==> src/design/assert_macros.svh <==
// Assertion macros shared by the predicate evaluator modules.
`ifndef ASSERT_MACROS_SVH
`define ASSERT_MACROS_SVH

// Property that must hold at every clock edge outside reset.
`define PFE_ASSERT(lbl, clk, rst, prop, msg) \
  lbl: assert property (@(posedge clk) disable iff (rst) (prop)) else $error(msg);

// Condition that must hold in the cycle after the trigger.
`define PFE_ASSERT_NEXT(lbl, clk, rst, trig, cons, msg) \
  lbl: assert property (@(posedge clk) disable iff (rst) (trig) |=> (cons)) else $error(msg);

`endif

==> src/design/pfe_pkg.sv <==
// Types, opcodes and register indexes of the postfix predicate evaluator.
`timescale 1ns / 1ps

package pfe_pkg;

  typedef logic [15:0] word_t;
  typedef logic [7:0]  byte_t;
  typedef logic [4:0]  match_cnt_t;

  // configuration register file
  localparam int NUM_REGS = 6;
  typedef logic [2:0] reg_idx_t;
  typedef logic [NUM_REGS-1:0][15:0] reg_file_t;

  localparam reg_idx_t REG_STATUS  = 3'd0;
  localparam reg_idx_t REG_QUALITY = 3'd1;
  localparam reg_idx_t REG_NPC     = 3'd2;
  localparam reg_idx_t REG_FAMILY  = 3'd3;
  localparam reg_idx_t REG_SHAPE   = 3'd4;
  localparam reg_idx_t REG_FRAME   = 3'd5;

  // opcodes
  localparam byte_t OP_PUSH0   = 8'h00;
  localparam byte_t OP_PUSH1   = 8'h01;
  localparam byte_t OP_NOT     = 8'h21; // '!'
  localparam byte_t OP_NPC     = 8'h23; // '#'
  localparam byte_t OP_END     = 8'h24; // '$'
  localparam byte_t OP_LIT     = 8'h25; // '%'
  localparam byte_t OP_AND     = 8'h26; // '&'
  localparam byte_t OP_QUALITY = 8'h2A; // '*'
  localparam byte_t OP_OR      = 8'h2B; // '+'
  localparam byte_t OP_FAMILY  = 8'h3A; // ':'
  localparam byte_t OP_LT      = 8'h3C; // '<'
  localparam byte_t OP_EQ      = 8'h3D; // '='
  localparam byte_t OP_GT      = 8'h3E; // '>'
  localparam byte_t OP_STATUS  = 8'h3F; // '?'
  localparam byte_t OP_SHAPE   = 8'h40; // '@', also base of shape lists
  localparam byte_t OP_LE      = 8'h5B; // '['
  localparam byte_t OP_GE      = 8'h5D; // ']'
  localparam byte_t OP_FRAME   = 8'h60; // '`', also base of frame lists
  localparam byte_t OP_SHAPE_LIST_LO = 8'h41; // 'A'
  localparam byte_t OP_SHAPE_LIST_HI = 8'h5A; // 'Z'
  localparam byte_t OP_FRAME_LIST_LO = 8'h61; // 'a'
  localparam byte_t OP_FRAME_LIST_HI = 8'h7A; // 'z'

  // what the next byte means
  typedef enum logic [1:0] {
    PH_OPCODE,
    PH_LOW,
    PH_LIT_HIGH,
    PH_MATCH_HIGH
  } phase_t;

  typedef struct packed {
    phase_t     phase;
    byte_t      low_byte;
    match_cnt_t remaining;
    logic       found;
    logic       on_frame;
  } eval_state_t;

  localparam eval_state_t EVAL_IDLE = '{
    phase: PH_OPCODE, low_byte: 8'h00, remaining: 5'd0, found: 1'b0, on_frame: 1'b0
  };

  // stack request: pop count, then optional push
  typedef struct packed {
    logic [1:0] pops;
    logic       push;
    word_t      value;
  } stack_req_t;

  typedef struct packed {
    logic is_end;
    logic verdict;
    logic unknown;
  } step_info_t;

endpackage

==> src/design/pfe_decode.sv <==
// Byte decoder: next operand phase, stack request and flags for one script byte.
`timescale 1ns / 1ps

module pfe_decode (
  input  pfe_pkg::byte_t       script_byte,
  input  pfe_pkg::eval_state_t state,
  input  pfe_pkg::reg_file_t   regs,
  input  pfe_pkg::word_t       pop_a,
  input  pfe_pkg::word_t       pop_c,
  output pfe_pkg::eval_state_t state_next,
  output pfe_pkg::stack_req_t  req,
  output pfe_pkg::step_info_t  info
);
  import pfe_pkg::*;

  logic       shape_list;
  logic       frame_list;
  word_t      operand;
  logic       hit;
  logic       found_n;
  match_cnt_t rem_m1;

  // shared classification and operand compare
  always_comb begin
    shape_list = (script_byte >= OP_SHAPE_LIST_LO) && (script_byte <= OP_SHAPE_LIST_HI);
    frame_list = (script_byte >= OP_FRAME_LIST_LO) && (script_byte <= OP_FRAME_LIST_HI);
    operand    = {script_byte, state.low_byte};
    hit        = operand == (state.on_frame ? regs[REG_FRAME] : regs[REG_SHAPE]);
    found_n    = state.found | hit;
    rem_m1     = state.remaining - 5'd1;
  end

  // next phase and operand state
  always_comb begin
    state_next = state;
    unique case (state.phase)
      PH_LOW: begin
        state_next.low_byte = script_byte;
        state_next.phase    = (state.remaining != 5'd0) ? PH_MATCH_HIGH : PH_LIT_HIGH;
      end
      PH_LIT_HIGH: begin
        state_next.phase = PH_OPCODE;
      end
      PH_MATCH_HIGH: begin
        state_next.found     = found_n;
        state_next.remaining = rem_m1;
        state_next.phase     = (rem_m1 == 5'd0) ? PH_OPCODE : PH_LOW;
      end
      PH_OPCODE: begin
        if (shape_list) begin
          state_next.remaining = 5'(script_byte - OP_SHAPE);
          state_next.found     = 1'b0;
          state_next.on_frame  = 1'b0;
          state_next.phase     = PH_LOW;
        end else if (frame_list) begin
          state_next.remaining = 5'(script_byte - OP_FRAME);
          state_next.found     = 1'b0;
          state_next.on_frame  = 1'b1;
          state_next.phase     = PH_LOW;
        end else if (script_byte == OP_LIT) begin
          state_next.remaining = 5'd0;
          state_next.phase     = PH_LOW;
        end
      end
    endcase
  end

  // stack request and flags
  always_comb begin
    req  = '0;
    info = '0;
    unique case (state.phase)
      PH_LOW: begin
        req = '0;
      end
      PH_LIT_HIGH: begin
        req.push  = 1'b1;
        req.value = operand;
      end
      PH_MATCH_HIGH: begin
        // list closes: push whether any operand matched
        if (rem_m1 == 5'd0) begin
          req.push  = 1'b1;
          req.value = {15'd0, found_n};
        end
      end
      PH_OPCODE: begin
        if (!shape_list && !frame_list) begin
          unique case (script_byte)
            OP_PUSH0:   begin req.push = 1'b1; req.value = 16'd0; end
            OP_PUSH1:   begin req.push = 1'b1; req.value = 16'd1; end
            OP_END: begin
              req.pops     = 2'd1;
              info.is_end  = 1'b1;
              info.verdict = pop_a != 16'd0;
            end
            OP_LIT:     req = '0;
            OP_AND: begin
              req.pops  = 2'd2;
              req.push  = 1'b1;
              req.value = {15'd0, (pop_a != 16'd0) && (pop_c != 16'd0)};
            end
            OP_OR: begin
              req.pops  = 2'd2;
              req.push  = 1'b1;
              req.value = {15'd0, (pop_a != 16'd0) || (pop_c != 16'd0)};
            end
            OP_NOT: begin
              req.pops  = 2'd1;
              req.push  = 1'b1;
              req.value = {15'd0, pop_a == 16'd0};
            end
            OP_EQ: begin
              req.pops = 2'd2; req.push = 1'b1; req.value = {15'd0, pop_c == pop_a};
            end
            OP_GT: begin
              req.pops = 2'd2; req.push = 1'b1; req.value = {15'd0, pop_c > pop_a};
            end
            OP_LT: begin
              req.pops = 2'd2; req.push = 1'b1; req.value = {15'd0, pop_c < pop_a};
            end
            OP_GE: begin
              req.pops = 2'd2; req.push = 1'b1; req.value = {15'd0, pop_c >= pop_a};
            end
            OP_LE: begin
              req.pops = 2'd2; req.push = 1'b1; req.value = {15'd0, pop_c <= pop_a};
            end
            OP_STATUS:  begin req.push = 1'b1; req.value = regs[REG_STATUS];  end
            OP_QUALITY: begin req.push = 1'b1; req.value = regs[REG_QUALITY]; end
            OP_NPC:     begin req.push = 1'b1; req.value = regs[REG_NPC];     end
            OP_FAMILY:  begin req.push = 1'b1; req.value = regs[REG_FAMILY];  end
            OP_SHAPE:   begin req.push = 1'b1; req.value = regs[REG_SHAPE];   end
            OP_FRAME:   begin req.push = 1'b1; req.value = regs[REG_FRAME];   end
            default:    info.unknown = 1'b1;
          endcase
        end
      end
    endcase
  end

endmodule

==> src/design/pfe_stack.sv <==
// Value stack held as a shift line: top at entry 0, with fill count and fault detect.
`timescale 1ns / 1ps

`include "assert_macros.svh"

module pfe_stack #(
  parameter int STACK_DEPTH = 32
) (
  input  logic                clk,
  input  logic                rst,
  input  logic                en,
  input  logic                restart,
  input  pfe_pkg::stack_req_t req,
  output pfe_pkg::word_t      pop_a,
  output pfe_pkg::word_t      pop_c,
  output logic                fault
);
  import pfe_pkg::*;

  localparam int CW = $clog2(STACK_DEPTH + 1);

  logic [CW-1:0] count;
  logic [CW-1:0] count_next;
  logic [CW-1:0] after_pop;
  word_t         stk [STACK_DEPTH];
  logic [1:0]    avail;
  logic          under;
  logic          over;
  logic          do_push;

  // popped operands read as zero past the bottom
  assign pop_a = (count != '0) ? stk[0] : 16'd0;
  assign pop_c = (count >= CW'(2)) ? stk[1] : 16'd0;

  // pops first, then the push against the reduced count
  always_comb begin
    under      = CW'(req.pops) > count;
    avail      = under ? count[1:0] : req.pops;
    after_pop  = count - CW'(avail);
    over       = req.push && (after_pop == CW'(STACK_DEPTH));
    do_push    = req.push && !over;
    fault      = under || over;
    count_next = after_pop + CW'(do_push);
  end

  // fill count
  always_ff @(posedge clk) begin
    if (rst || restart) begin
      count <= CW'(1);
    end else if (en) begin
      count <= count_next;
    end
  end

  // entries: on a push, the net effect of the request shifts the line
  always_ff @(posedge clk) begin
    if (rst || restart) begin
      stk[0] <= 16'd1;
    end else if (en && do_push) begin
      case (avail)
        2'd2: begin
          stk[0] <= req.value;
          for (int i = 1; i < STACK_DEPTH - 1; i++) begin
            stk[i] <= stk[i+1];
          end
        end
        2'd1: begin
          stk[0] <= req.value;
        end
        2'd0: begin
          stk[0] <= req.value;
          for (int i = 1; i < STACK_DEPTH; i++) begin
            stk[i] <= stk[i-1];
          end
        end
        default: begin
          stk[0] <= stk[0];
        end
      endcase
    end
  end

  `PFE_ASSERT(a_count_bound, clk, rst, count <= CW'(STACK_DEPTH), "stack count past depth")
  `PFE_ASSERT_NEXT(a_restart, clk, rst, restart, (count == CW'(1)) && (stk[0] == 16'd1), "restart did not seed stack")
  `PFE_ASSERT_NEXT(a_push_top, clk, rst, en && !restart && req.push && !fault, pop_a == $past(req.value), "pushed word not on top")

endmodule

==> src/design/postfix_item_predicate_eval.sv <==
// Top level of the postfix item predicate evaluator.
//
//   channel | direction | handshake            | word
//   --------+-----------+----------------------+--------------------------------------
//   in      | input     | in_valid / in_stall  | script_byte, last_byte
//   out     | output    | out_valid / out_stall| verdict, no_terminator, flags
//   cfg     | input     | cfg_valid / cfg_ready| cfg_index, cfg_data
//
// One script byte per cycle while in_stall is low: a byte is registered, then evaluated
// against the top two stack entries, and a result word lands in the output register.
// out_valid rises once a last or end byte has been evaluated, unless a
// stalled result still holds the output register.
// The input register acts as a skid stage; in_stall rises only while a result waits
// in the output register and out_stall holds it there.
// rst is synchronous: stack seeded with 1, flags and operand phase cleared, registers 0.
// cfg_ready is always high; each accepted register write is registered.
`timescale 1ns / 1ps

`include "assert_macros.svh"

module postfix_item_predicate_eval #(
  parameter int STACK_DEPTH = 32
) (
  input  logic              clk,
  input  logic              rst,
  input  logic              in_valid,
  output logic              in_stall,
  input  pfe_pkg::byte_t    script_byte,
  input  logic              last_byte,
  output logic              out_valid,
  input  logic              out_stall,
  output logic              verdict,
  output logic              no_terminator,
  output logic              unknown_opcode_seen,
  output logic              stack_fault,
  input  logic              cfg_valid,
  output logic              cfg_ready,
  input  pfe_pkg::reg_idx_t cfg_index,
  input  pfe_pkg::word_t    cfg_data
);
  import pfe_pkg::*;

  reg_file_t   regs;
  logic        in_q_valid;
  byte_t       byte_q;
  logic        last_q;
  eval_state_t state;
  eval_state_t state_next;
  stack_req_t  req;
  step_info_t  info;
  word_t       pop_a;
  word_t       pop_c;
  logic        fault_now;
  logic        finished;
  logic        unknown_flag;
  logic        fault_flag;
  logic        unknown_next;
  logic        fault_next;
  logic        adv;
  logic        fire;
  logic        emit;
  logic        restart;
  logic        stack_en;

  // configuration registers
  assign cfg_ready = 1'b1;

  always_ff @(posedge clk) begin
    if (rst) begin
      regs <= '0;
    end else if (cfg_valid && cfg_ready && (cfg_index < reg_idx_t'(NUM_REGS))) begin
      regs[cfg_index] <= cfg_data;
    end
  end

  // input skid register
  assign adv      = !out_valid || !out_stall;
  assign fire     = in_q_valid && adv;
  assign in_stall = in_q_valid && !adv;

  always_ff @(posedge clk) begin
    if (rst) begin
      in_q_valid <= 1'b0;
    end else if (in_valid && !in_stall) begin
      in_q_valid <= 1'b1;
    end else if (fire) begin
      in_q_valid <= 1'b0;
    end
  end

  always_ff @(posedge clk) begin
    if (in_valid && !in_stall) begin
      byte_q <= script_byte;
      last_q <= last_byte;
    end
  end

  // evaluation
  pfe_decode u_decode (
    .script_byte (byte_q),
    .state       (state),
    .regs        (regs),
    .pop_a       (pop_a),
    .pop_c       (pop_c),
    .state_next  (state_next),
    .req         (req),
    .info        (info)
  );

  pfe_stack #(
    .STACK_DEPTH (STACK_DEPTH)
  ) u_stack (
    .clk     (clk),
    .rst     (rst),
    .en      (stack_en),
    .restart (restart),
    .req     (req),
    .pop_a   (pop_a),
    .pop_c   (pop_c),
    .fault   (fault_now)
  );

  always_comb begin
    stack_en     = fire && !finished;
    emit         = !finished && (info.is_end || last_q);
    restart      = fire && last_q && (finished || emit);
    unknown_next = unknown_flag | info.unknown;
    fault_next   = fault_flag | fault_now;
  end

  // script state: operand phase, flags, early finish
  always_ff @(posedge clk) begin
    if (rst || restart) begin
      state        <= EVAL_IDLE;
      finished     <= 1'b0;
      unknown_flag <= 1'b0;
      fault_flag   <= 1'b0;
    end else if (stack_en) begin
      state        <= state_next;
      finished     <= emit;
      unknown_flag <= unknown_next;
      fault_flag   <= fault_next;
    end
  end

  // result register
  always_ff @(posedge clk) begin
    if (rst) begin
      out_valid <= 1'b0;
    end else if (fire && emit) begin
      out_valid <= 1'b1;
    end else if (!out_stall) begin
      out_valid <= 1'b0;
    end
  end

  always_ff @(posedge clk) begin
    if (fire && emit) begin
      verdict             <= info.is_end && info.verdict;
      no_terminator       <= !info.is_end;
      unknown_opcode_seen <= unknown_next;
      stack_fault         <= fault_next;
    end
  end

  `PFE_ASSERT(a_stall_cause, clk, rst, !in_stall || (out_valid && out_stall), "needless stall")
  `PFE_ASSERT_NEXT(a_skip_quiet, clk, rst, fire && finished, !out_valid, "result after end opcode")
  `PFE_ASSERT_NEXT(a_last_emits, clk, rst, fire && !finished && last_q, out_valid, "no result")

endmodule
==> config.mk <==
export PLATFORM = sky130hd
export DESIGN_NAME = postfix_item_predicate_eval
export DESIGN_NICKNAME = d
export VERILOG_FILES = /design/src/design/pfe_pkg.sv /design/src/design/pfe_decode.sv /design/src/design/pfe_stack.sv /design/src/design/postfix_item_predicate_eval.sv
export VERILOG_INCLUDE_DIRS = /design/src /design/src/design
export SDC_FILE = /design/constraint.sdc
export NUM_CORES = 1
export LEC_CHECK = 0
export BUFFER_PORTS_ARGS = -buffer_cell sky130_fd_sc_hd__buf_4
export CAP_MARGIN = 20
export CORE_ASPECT_RATIO = 2
export CORE_MARGIN = 5
export CORE_UTILIZATION = 26
export DETAILED_ROUTE_END_ITERATION = 10
export GPL_ROUTABILITY_DRIVEN = 0
export SLEW_MARGIN = 20
export SYNTH_ARGS = -nofsm -noshare
export SYNTH_HDL_FRONTEND = slang
export SYNTH_SLANG_ARGS = --single-unit
export TNS_END_PERCENT = 1
==> constraint.sdc <==
create_clock -name clk -period 16.15 [get_ports clk]
set_clock_uncertainty 0.1 [all_clocks]
set_input_delay 2.4225 -clock clk [delete_from_list [all_inputs] [get_ports clk]]
set_output_delay 2.4225 -clock clk [all_outputs]
set_load 0.03 [all_outputs]
# ---- Word-level counts from Yosys, hierarchy flattened
# Memories as Yosys holds them, arrays and structs flattened.
# Index checks and enable logic that the tools add are counted.
dict set report word_totals {
  output_inout_bits 7
  regBits 137
  mem_count 1
  latch_bits 0
  mem_bits_ro 0
  elab_cells 245
  in_bits 33
  ram_bits 512
}
dict set report op_classes {
  div_mod_pow 0
  add_sub_neg 5
  bitwise_logic 37
  mul 0
  order_cmp 13
  reduce_logical 54
  n_mux 84
  n_shift 0
  n_eq_ne 28
}
# memory words word_bits read_ports rd_ports_with_merged_regs wr line_no
set mem_list {}
lappend mem_list {u_stack.stk 32 16 32 0 32 pfe_stack.sv:25} ;# word_t stk [STACK_DEPTH];
# operator count
set ops {}
lappend ops {{16-bit two-way mux} 38}
lappend ops {{17-bit case mux with 16 select lines} 1}
lappend ops {{96-bit bitwise mux} 1}
lappend ops {{8-bit by 6-bit == test with 1-bit output, second input constant} 12}
lappend ops {{17-bit case mux with 4 select lines} 1}
lappend ops {{16-bit demux with 3-bit select} 1}
lappend ops {{1-bit OR} 37}
lappend ops {{16-bit == test} 2}
lappend ops {{8-bit by 7-bit == test with 1-bit output, second input constant} 4}
lappend ops {{16-bit nonzero test} 2}
lappend ops {{1-bit two-way mux} 25}
lappend ops {{19-bit two-way mux} 1}
lappend ops {{1-bit logical AND} 18}
lappend ops {{18-bit OR reduction} 1}
lappend ops {{17-bit two-way mux} 1}
lappend ops {{16-bit >= comparator} 1}
lappend ops {{8-bit by 7-bit >= comparator with 1-bit output, second input constant} 2}
lappend ops {{16-bit > comparator} 1}
lappend ops {{16-bit less-or-equal comparator} 1}
lappend ops {{8-bit by 7-bit less-or-equal comparator with 1-bit output, second input constant} 2}
lappend ops {{16-bit zero test} 1}
lappend ops {{16-bit < comparator} 1}
lappend ops {{5-bit by 1-bit subtractor with 5-bit output, second input constant} 3}
lappend ops {{2-bit two-way mux} 7}
lappend ops {{other kinds (33)} 57}

# ---- Depth between registers and ports, before layout
# Gate-level depths: netlist (run 1).
dict set report logic_depth {
  ltp_word 22
  ltp_mapped 29
  depth_no_buf 27
}

# ---- By module
# From an unflattened synthesis (run 1), not the netlist that was laid out.
dict set report hier_totals {
  cells_unflattened 2224
  hier_area_um2 29543.3
}
# module cells_per_inst area_each_um2 seq_area_each_um2 n_inst
set by_module_without_submodules {}
lappend by_module_without_submodules {pfe_stack 1296 22245.1 15494.9 1}
lappend by_module_without_submodules {postfix_item_predicate_eval 553 4763.3 2752.6 1}
lappend by_module_without_submodules {pfe_decode 375 2534.9 0.0 1}

# ---- Worst setup path after synthesis (run 1)
# Ideal clock, no wire load.
dict set report synth_timing {
  path_kind {register -> register}
  from {reg byte_q[0]}
  to {mem u_stack.stk[1][240] (netlist bit), enable pin}
  n_path_buf 3
  path_stages_with_launch 23
  t_required_ps 15686
  synth_period_minus_slack_ps 10929
  path_slack_ps 5221
  setup_time_ps 364
  t_arrival_ps 10465
  path_cell_list {edfxtp_1 or4_1 nor3_1 nor2_1 or3_1 ha_1 a21oi_1 o211a_1 buf_2 a21o_1 ha_1 inv_1 ha_1 nor3_2 nor2_1 o221a_1 a21oi_2 nand2b_1 inv_2 nand2_2 buf_6 buf_6 inv_1}
}
# item line_no
set synth_rtl {}
lappend synth_rtl {{start, declared} postfix_item_predicate_eval.sv:45} ;# byte_t byte_q;
lappend synth_rtl {{start signal, assigned} postfix_item_predicate_eval.sv:93} ;# byte_q <= script_byte;
lappend synth_rtl {{end, declared} pfe_stack.sv:25}

==> run metrics, run 1 <==
status finished clean; Startpoint Class register; CTS resizes 0; worst slew pin tran 1.17 ns; die height 493 um; leakage 12.1 nW; most frequent CP cell ha_1; largest net degree at the start of global routing 197; Crit path buffers/inverters 4; EDFF count, synth 525; Final Power 3.42 mW; Starting Density 26.1%; vias in the first global route 18.9k; Total GRT Usage 9.83%; Synth Register Bits 649; Mapped Nets 2569; detailed-route via count 18.7k; clk slew on worst S/H paths 0.06 ns; Yosys top cell by area edfxtp_1; main flop type after synthesis edfxtp_1; Synth Cell Area 30300 sq um; detailed router's first-iteration violation count 1575; clock tree from TritonCTS done; I/O pins 40; worst endpoint required time 16.26 ns; Arrival @ worst endpoint 8.53 ns; top post-synthesis cells by area edfxtp_1 52%, mux2_4 13%, nand2_1 8.4%; Cells after Synth 2506; Die ar. 124000 sq um; DP Area 32000 sq um; Syn-to-layout area delta 12.3%; DR DRC count 0; first-pass GRT wire length 102000 um; most frequent cells in the layout 678 x nand2_1, 525 x edfxtp_1, 341 x a21oi_1; crit share post-route 52.1%; register area share after synthesis 60.1%; RSZ-0062 raised after global routing false; Skew-Pair Late Insertion Delay 0.61 ns; DP HPWL 40200 um; commonest non-fill, non-tap cell in the layout nand2_1; Die W 252 um; final-stage net count 2547; post-DR wirelength/cell 15.8 um; HP Class register to register; fin area 34100 sq um; vias per inst 4.62; CP Max Fanout 127; drt pass-1 iters 7; max frequency 119 MHz; core area 116000 sq um; slowest stage cell, crit path inv_1; Post-CTS Setup Inserts 0; grt total ovfl 0; number of cell rows 177; fin crit period 8.41 ns; Slew Viols, Final 0; layout cells sized above 1 18.2%; DRT Wirelength 64100 um; CP Capture Type register; Finish-stage setup viols 0; syn_area_per_cell 12.1 sq um; max-capacitance violation count 0; Worst slew margin 22.1%; Cell variety after synth 75; total power density per cell area 100 nW/um^2; Synth warnings 0; H-tree depth 3; antenna violations before repair 1; crit-path max cell delay 0.76 ns; antenna-violating nets left 0; kind of critical path register to register; Final Util 29.4%; Worst path top cell family by delay simple AND/OR/NAND/NOR gates; top cell type's share of synthesized area 52.0%; worst vdd ir 84.2 uV; setup tns final 0 ns; cell chain of the critical path or4_1, nor3_1, nor2_1, or3_1, ha_1, a21oi_1, o211a_1, a21o_1, ha_1, inv_1, ha_1, nor3_2, nor2_1, o221a_1, a21oi_2, nand2b_4, inv_8, nand2_8, buf_4, inv_1; Final Hold Fails 0; clock sinks 649; hold buffer count at CTS 0; clk buf depth 3; CTS Buf Count 67; clock root buffer clkbuf_16; I/O Buffers 38; ys async rst share 0%
-- final cells by class --
| class | instances | area [sq um] |
|---|---|---|
| antenna | 1 | 2.50 |
| clock buffer | 81 | 1760 |
| clock inverter | 35 | 300 |
| fill | 11890 | 82000 |
| inverter | 20 | 82.6 |
| multi-input combinational | 1679 | 11200 |
| sequential | 649 | 18200 |
| tap | 1521 | 1900 |
| timing repair buffer | 67 | 528 |
-- layer usage --
metal	GRT usage, %	vias up	wire [um]
li1	-	8968	-
met1	11.5	9211	26200
met2	17.5	387	32900
met3	1.56	145	2250
met4	4.71	0	2780
met5	0	-	0
-- synthesized netlist by cell type, types with 19 or more instances --
| library cell | number |
|---|---|
| nand3_1 | 19 |
| dfxtp_1 | 124 |
| edfxtp_1 | 525 |
| inv_1 | 19 |
| nor3_1 | 21 |
| ha_1 | 30 |
| buf_6 | 31 |
| nor2b_1 | 25 |
| a21oi_1 | 342 |
| mux2_4 | 269 |
| a22oi_1 | 27 |
| clkbuf_1 | 100 |
| nor2_1 | 54 |
| nand2_1 | 678 |
-- tightest hold or removal path: stages, from the launching register on --
cell and delay, ns:
dfxtp_1 0.31, nand2_1 0.05, a21oi_1 0.05
-- stage by stage --
stage                     hold WS (ns)  worst slack [ns]  cells
after detailed placement         0.337              7.72   3936
after floorplan                  0.326              5.22   2506
after global routing             0.360              7.23   4053
after CTS                        0.352              7.67   4052
final                            0.354              7.74   4053
after global placement           0.335              7.77   3936
-- worst paths after layout --
kind	cells after the start	slack [ns]	to	start
setup / recovery	20	7.74	u_stack.stk[1][248]	byte_q[1]
hold / removal	2	0.35	regs[22]	regs[22]
setup reg to reg	20	7.74	u_stack.stk[1][248]	byte_q[1]
hold reg to reg	2	0.35	regs[22]	regs[22]
-- kinds of logic (layout without fill, tap and decap cells) --
kind of cell	count (synthesis)	in the layout	share of synthesized area, %
AND/OR/NAND/NOR	870	870	11.9
AO/OA/AOI/OAI	465	465	8.97
XOR/XNOR	22	22	0.635
flip-flops	649	649	60.1
other	1	2	0.0124
buffers and inverters	178	203	3.07
adder cells (fa/ha/maj)	30	30	1.24
multiplexers	291	291	14.1
-- where the power goes --
part           internal (mW)  switching, mW  total (mW)
Clock                  0.832          0.663        1.49
Combinational         0.0403         0.0710       0.111
Sequential              1.80         0.0145        1.82
-- registers in the layout, summed over array words and instances, names as in the netlist --
signal	cells
no_terminator	1
finished	1
stack_fault	1
unknown_flag	1
u_stack.stk	512
in_q_valid	1
unknown_opcode_seen	1
byte_q	8
last_q	1
regs	96
out_valid	1
u_stack.count	6
verdict	1
fault_flag	1
state	17
Power figures use the tool's default switching activity.
==> run 2: changes to the inputs <==
ABC_AREA = 1   (was not set)
clock period = 8.15 ns   (was 16.15 ns; I/O delays follow)
==> run 2 against run 1 <==
Net effect:
- combinational power increased to 2.6 times the previous value
- largest power group unchanged
- critical path depth increased by 7
- critical path type unchanged
- synthesized cell count increased by 27%
- global-route usage increased by 1.1 points
- sequential power increased by 99%
- maximum frequency increased by 34%
- highest routed layer unchanged
- clock-buffer cell count decreased by 7
==> run metrics, run 2 <==
switching share of power 22.7% (+0.80 points); GR peak layer met2; worst endpoint required time 8.33 ns (-7.93 ns); Syn-to-layout area delta 11.8%; global-route track usage on met2 20.2% (+2.7 points); vias in the first global route 21.3k (+13%); vias per inst 4.47 (-3.2%); CP Capture Type register; Yosys top cell by area edfxtp_1; first-pass GRT wire length 109000 um (+7.2%); detailed-route via count 21.0k (+12%); share of total power in the clock network 40.5% (-3.2 points); RSZ-0062 raised after global routing false; Arrival @ worst endpoint 6.47 ns (-2.06 ns); Synth Register Bits 649 (unchanged); status finished clean; register area 18200 sq um (unchanged); DR DRC count 0 (unchanged); hold buffer count at CTS 0 (unchanged); H-tree depth 2 (-1); commonest cells in the netlist 1614 x nand2_1, 525 x edfxtp_1, 231 x nor2_1; met1 usage 12.3% (+0.77 points); Worst slew margin 37.6% (+15 points); top post-synthesis cells by area edfxtp_1 54%, nand2_1 21%, dfxtp_1 8.5%; Pint 5.07 mW (+90%); Crit path buffers/inverters 6 (+2); worst vdd ir 183 uV (+120%); Final Hold Slack 0.349 ns (-0.00411 ns); I/O pins 40 (unchanged); max reg flops 512 (unchanged); Final Hold Fails 0 (unchanged); setup tns final 0 ns (unchanged); sw power 1.49 mW (+99%); commonest non-fill, non-tap cell in the layout nand2_1; clock tree from TritonCTS done; # fillers 11.9k (-0.28%); Slew Viols, Final 0 (unchanged); Total GRT Usage 10.9% (+1.1 points); Startpoint Class register; EDFF count, synth 525 (unchanged); total power density per cell area 201 nW/um^2 (+100%); Final Power 6.55 mW (+92%); Mapped Nets 3246 (+26%); leakage 13.5 nW (+11%); core area 111000 sq um (-4.1%); post-DR wirelength/cell 14.2 um (-9.9%); DRT Wirelength 66900 um (+4.3%); Cell variety after synth 48 (-36%); CP Max Fanout 123 (-3.1%); antenna violations before repair 1 (unchanged); detailed router's first-iteration violation count 1520 (-3.5%); register area share after synthesis 62.7% (+2.5 points); clock sinks 649 (unchanged); Synth Cell Area 29100 sq um (-4.0%); grt total ovfl 0 (unchanged); combinational power share 4.3% (+1.0 points); Worst path top cell family by delay simple AND/OR/NAND/NOR gates; Sequential Power Share 55.2% (+2.1 points); worst slew pin tran 0.936 ns (-0.231 ns); Top reg by flops u_stack.stk; Starting Density 26.2% (about the same); GR Util met3 1.29% (-0.28 points); antenna-violating nets left 0 (unchanged); clk slew on worst S/H paths 0.07 ns (about the same); HP Class register to register; area of the multi-input gates 9600 sq um (-15%); Cells after Synth 3183 (+27%); clock root buffer clkbuf_16; max frequency 159 MHz (+34%); clk buf depth 3 (unchanged); fin crit period 6.29 ns (-2.12 ns); layout cells sized above 1 5.84% (-12 points); largest registers u_stack.stk: 512 flops, regs: 96 flops, state: 17 flops; most frequent cells in the layout 1613 x nand2_1, 525 x edfxtp_1, 230 x nor2_1; CTS Buf Count 54 (-19%); crit-path max cell delay 0.87 ns (+0.11 ns); die height 483 um (-2.0%); DP HPWL 43300 um (+7.6%); number of cell rows 173 (-2.3%); Die ar. 119000 sq um (-3.9%); main flop type after synthesis edfxtp_1; I/O Buffers 38 (unchanged); Finish-stage setup viols 0 (unchanged); final-stage net count 3221 (+26%); CTS resizes 0 (unchanged); Synth warnings 0 (unchanged); ys async rst share 0% (unchanged); syn_area_per_cell 9.15 sq um (-24%); Post-CTS Setup Inserts 0 (unchanged); Skew-Pair Late Insertion Delay 0.63 ns (+0.02 ns); largest net degree at the start of global routing 134 (-32%); kind of critical path register to register; slowest stage cell, crit path nand2_8; max-capacitance violation count 0 (unchanged); Die W 247 um (-2.0%); top cell type's share of synthesized area 54.2% (+2.2 points); most instantiated library cell after synthesis nand2_1; crit share post-route 77.2% (+25 points); drt pass-1 iters 5 (-2)
-- run 2: power groups by stage --
stage / clock network [mW] / logic [mW] / registers [mW]
6_report: 2.65 / 0.284 / 3.62
5_1_grt: 2.85 / 0.321 / 3.62
4_1_cts: 2.74 / 0.286 / 3.61
3_5_place_dp: 0 / 0.284 / 3.69
3_3_place_gp: 0 / 0.281 / 3.69
2_1_floorplan: 0 / 0.194 / 3.69
-- run 2: logic make-up after synthesis --
group                      after synthesis  share of synthesized area (%)
and+or+nand+nor                       1943                           25.8
DFF                                    649                           62.7
buffers and inverters                  273                           4.47
AOI/OAI and AO/OA                      265                           5.07
adders and majority gates               30                           1.29
xor gates and xnor gates                22                          0.662
other                                    1                         0.0129
-- run 2: layer usage --
layer  up-vias  part of all wire [%]
li1      10288                     -
met4         0                   4.8
met5         -                     0
met1     10158                    39
met3       159                   3.0
met2       368                    53
-- run 2: worst reg2reg max path, delay by kind of cell, from the launching register on --
family | cells | cell delay (ns)
flops | 1 | 0.58
fa+ha+maj | 3 | 0.68
buf+inv | 6 | 0.97
simple gates | 16 | 2.83
compound gates | 2 | 0.70
-- run 2: final timing paths --
kind	startpoint	endpoint	slack, ns	cells after the start
min	u_stack.stk[1][227]	u_stack.stk[1][243]	0.35	0
min reg2reg	u_stack.stk[1][227]	u_stack.stk[1][243]	0.35	0
max reg2reg	byte_q[2]	u_stack.stk[0][224]	1.86	27
max	byte_q[2]	u_stack.stk[0][224]	1.86	27
-- run 2: cell type report --
type,count,area share [%]
Antenna cell,1,0.00769
Clock buffer,74,4.58
Clock inverter,28,0.804
Inverter,125,1.48
Multi-Input combinational cell,2261,29.5
Sequential cell,649,56.1
Tap cell,1487,5.72
Timing Repair Buffer,67,1.85
-- run 2: through the flow --
| stage | setup WS [ns] | cells | utilization [%] | cell area (sq um) |
|---|---|---|---|---|
| finish | 1.86 | 4692 | 29.3 | 32500 |
| global route | 1.24 | 4692 | 29.3 | 32500 |
| CTS | 1.87 | 4691 | 29.2 | 32500 |
| detailed placement | 1.91 | 4589 | 27.7 | 30800 |
| global placement | 1.92 | 4589 | 27.7 | 30800 |
| floorplan | 0.714 | 3183 | - | 29100 |
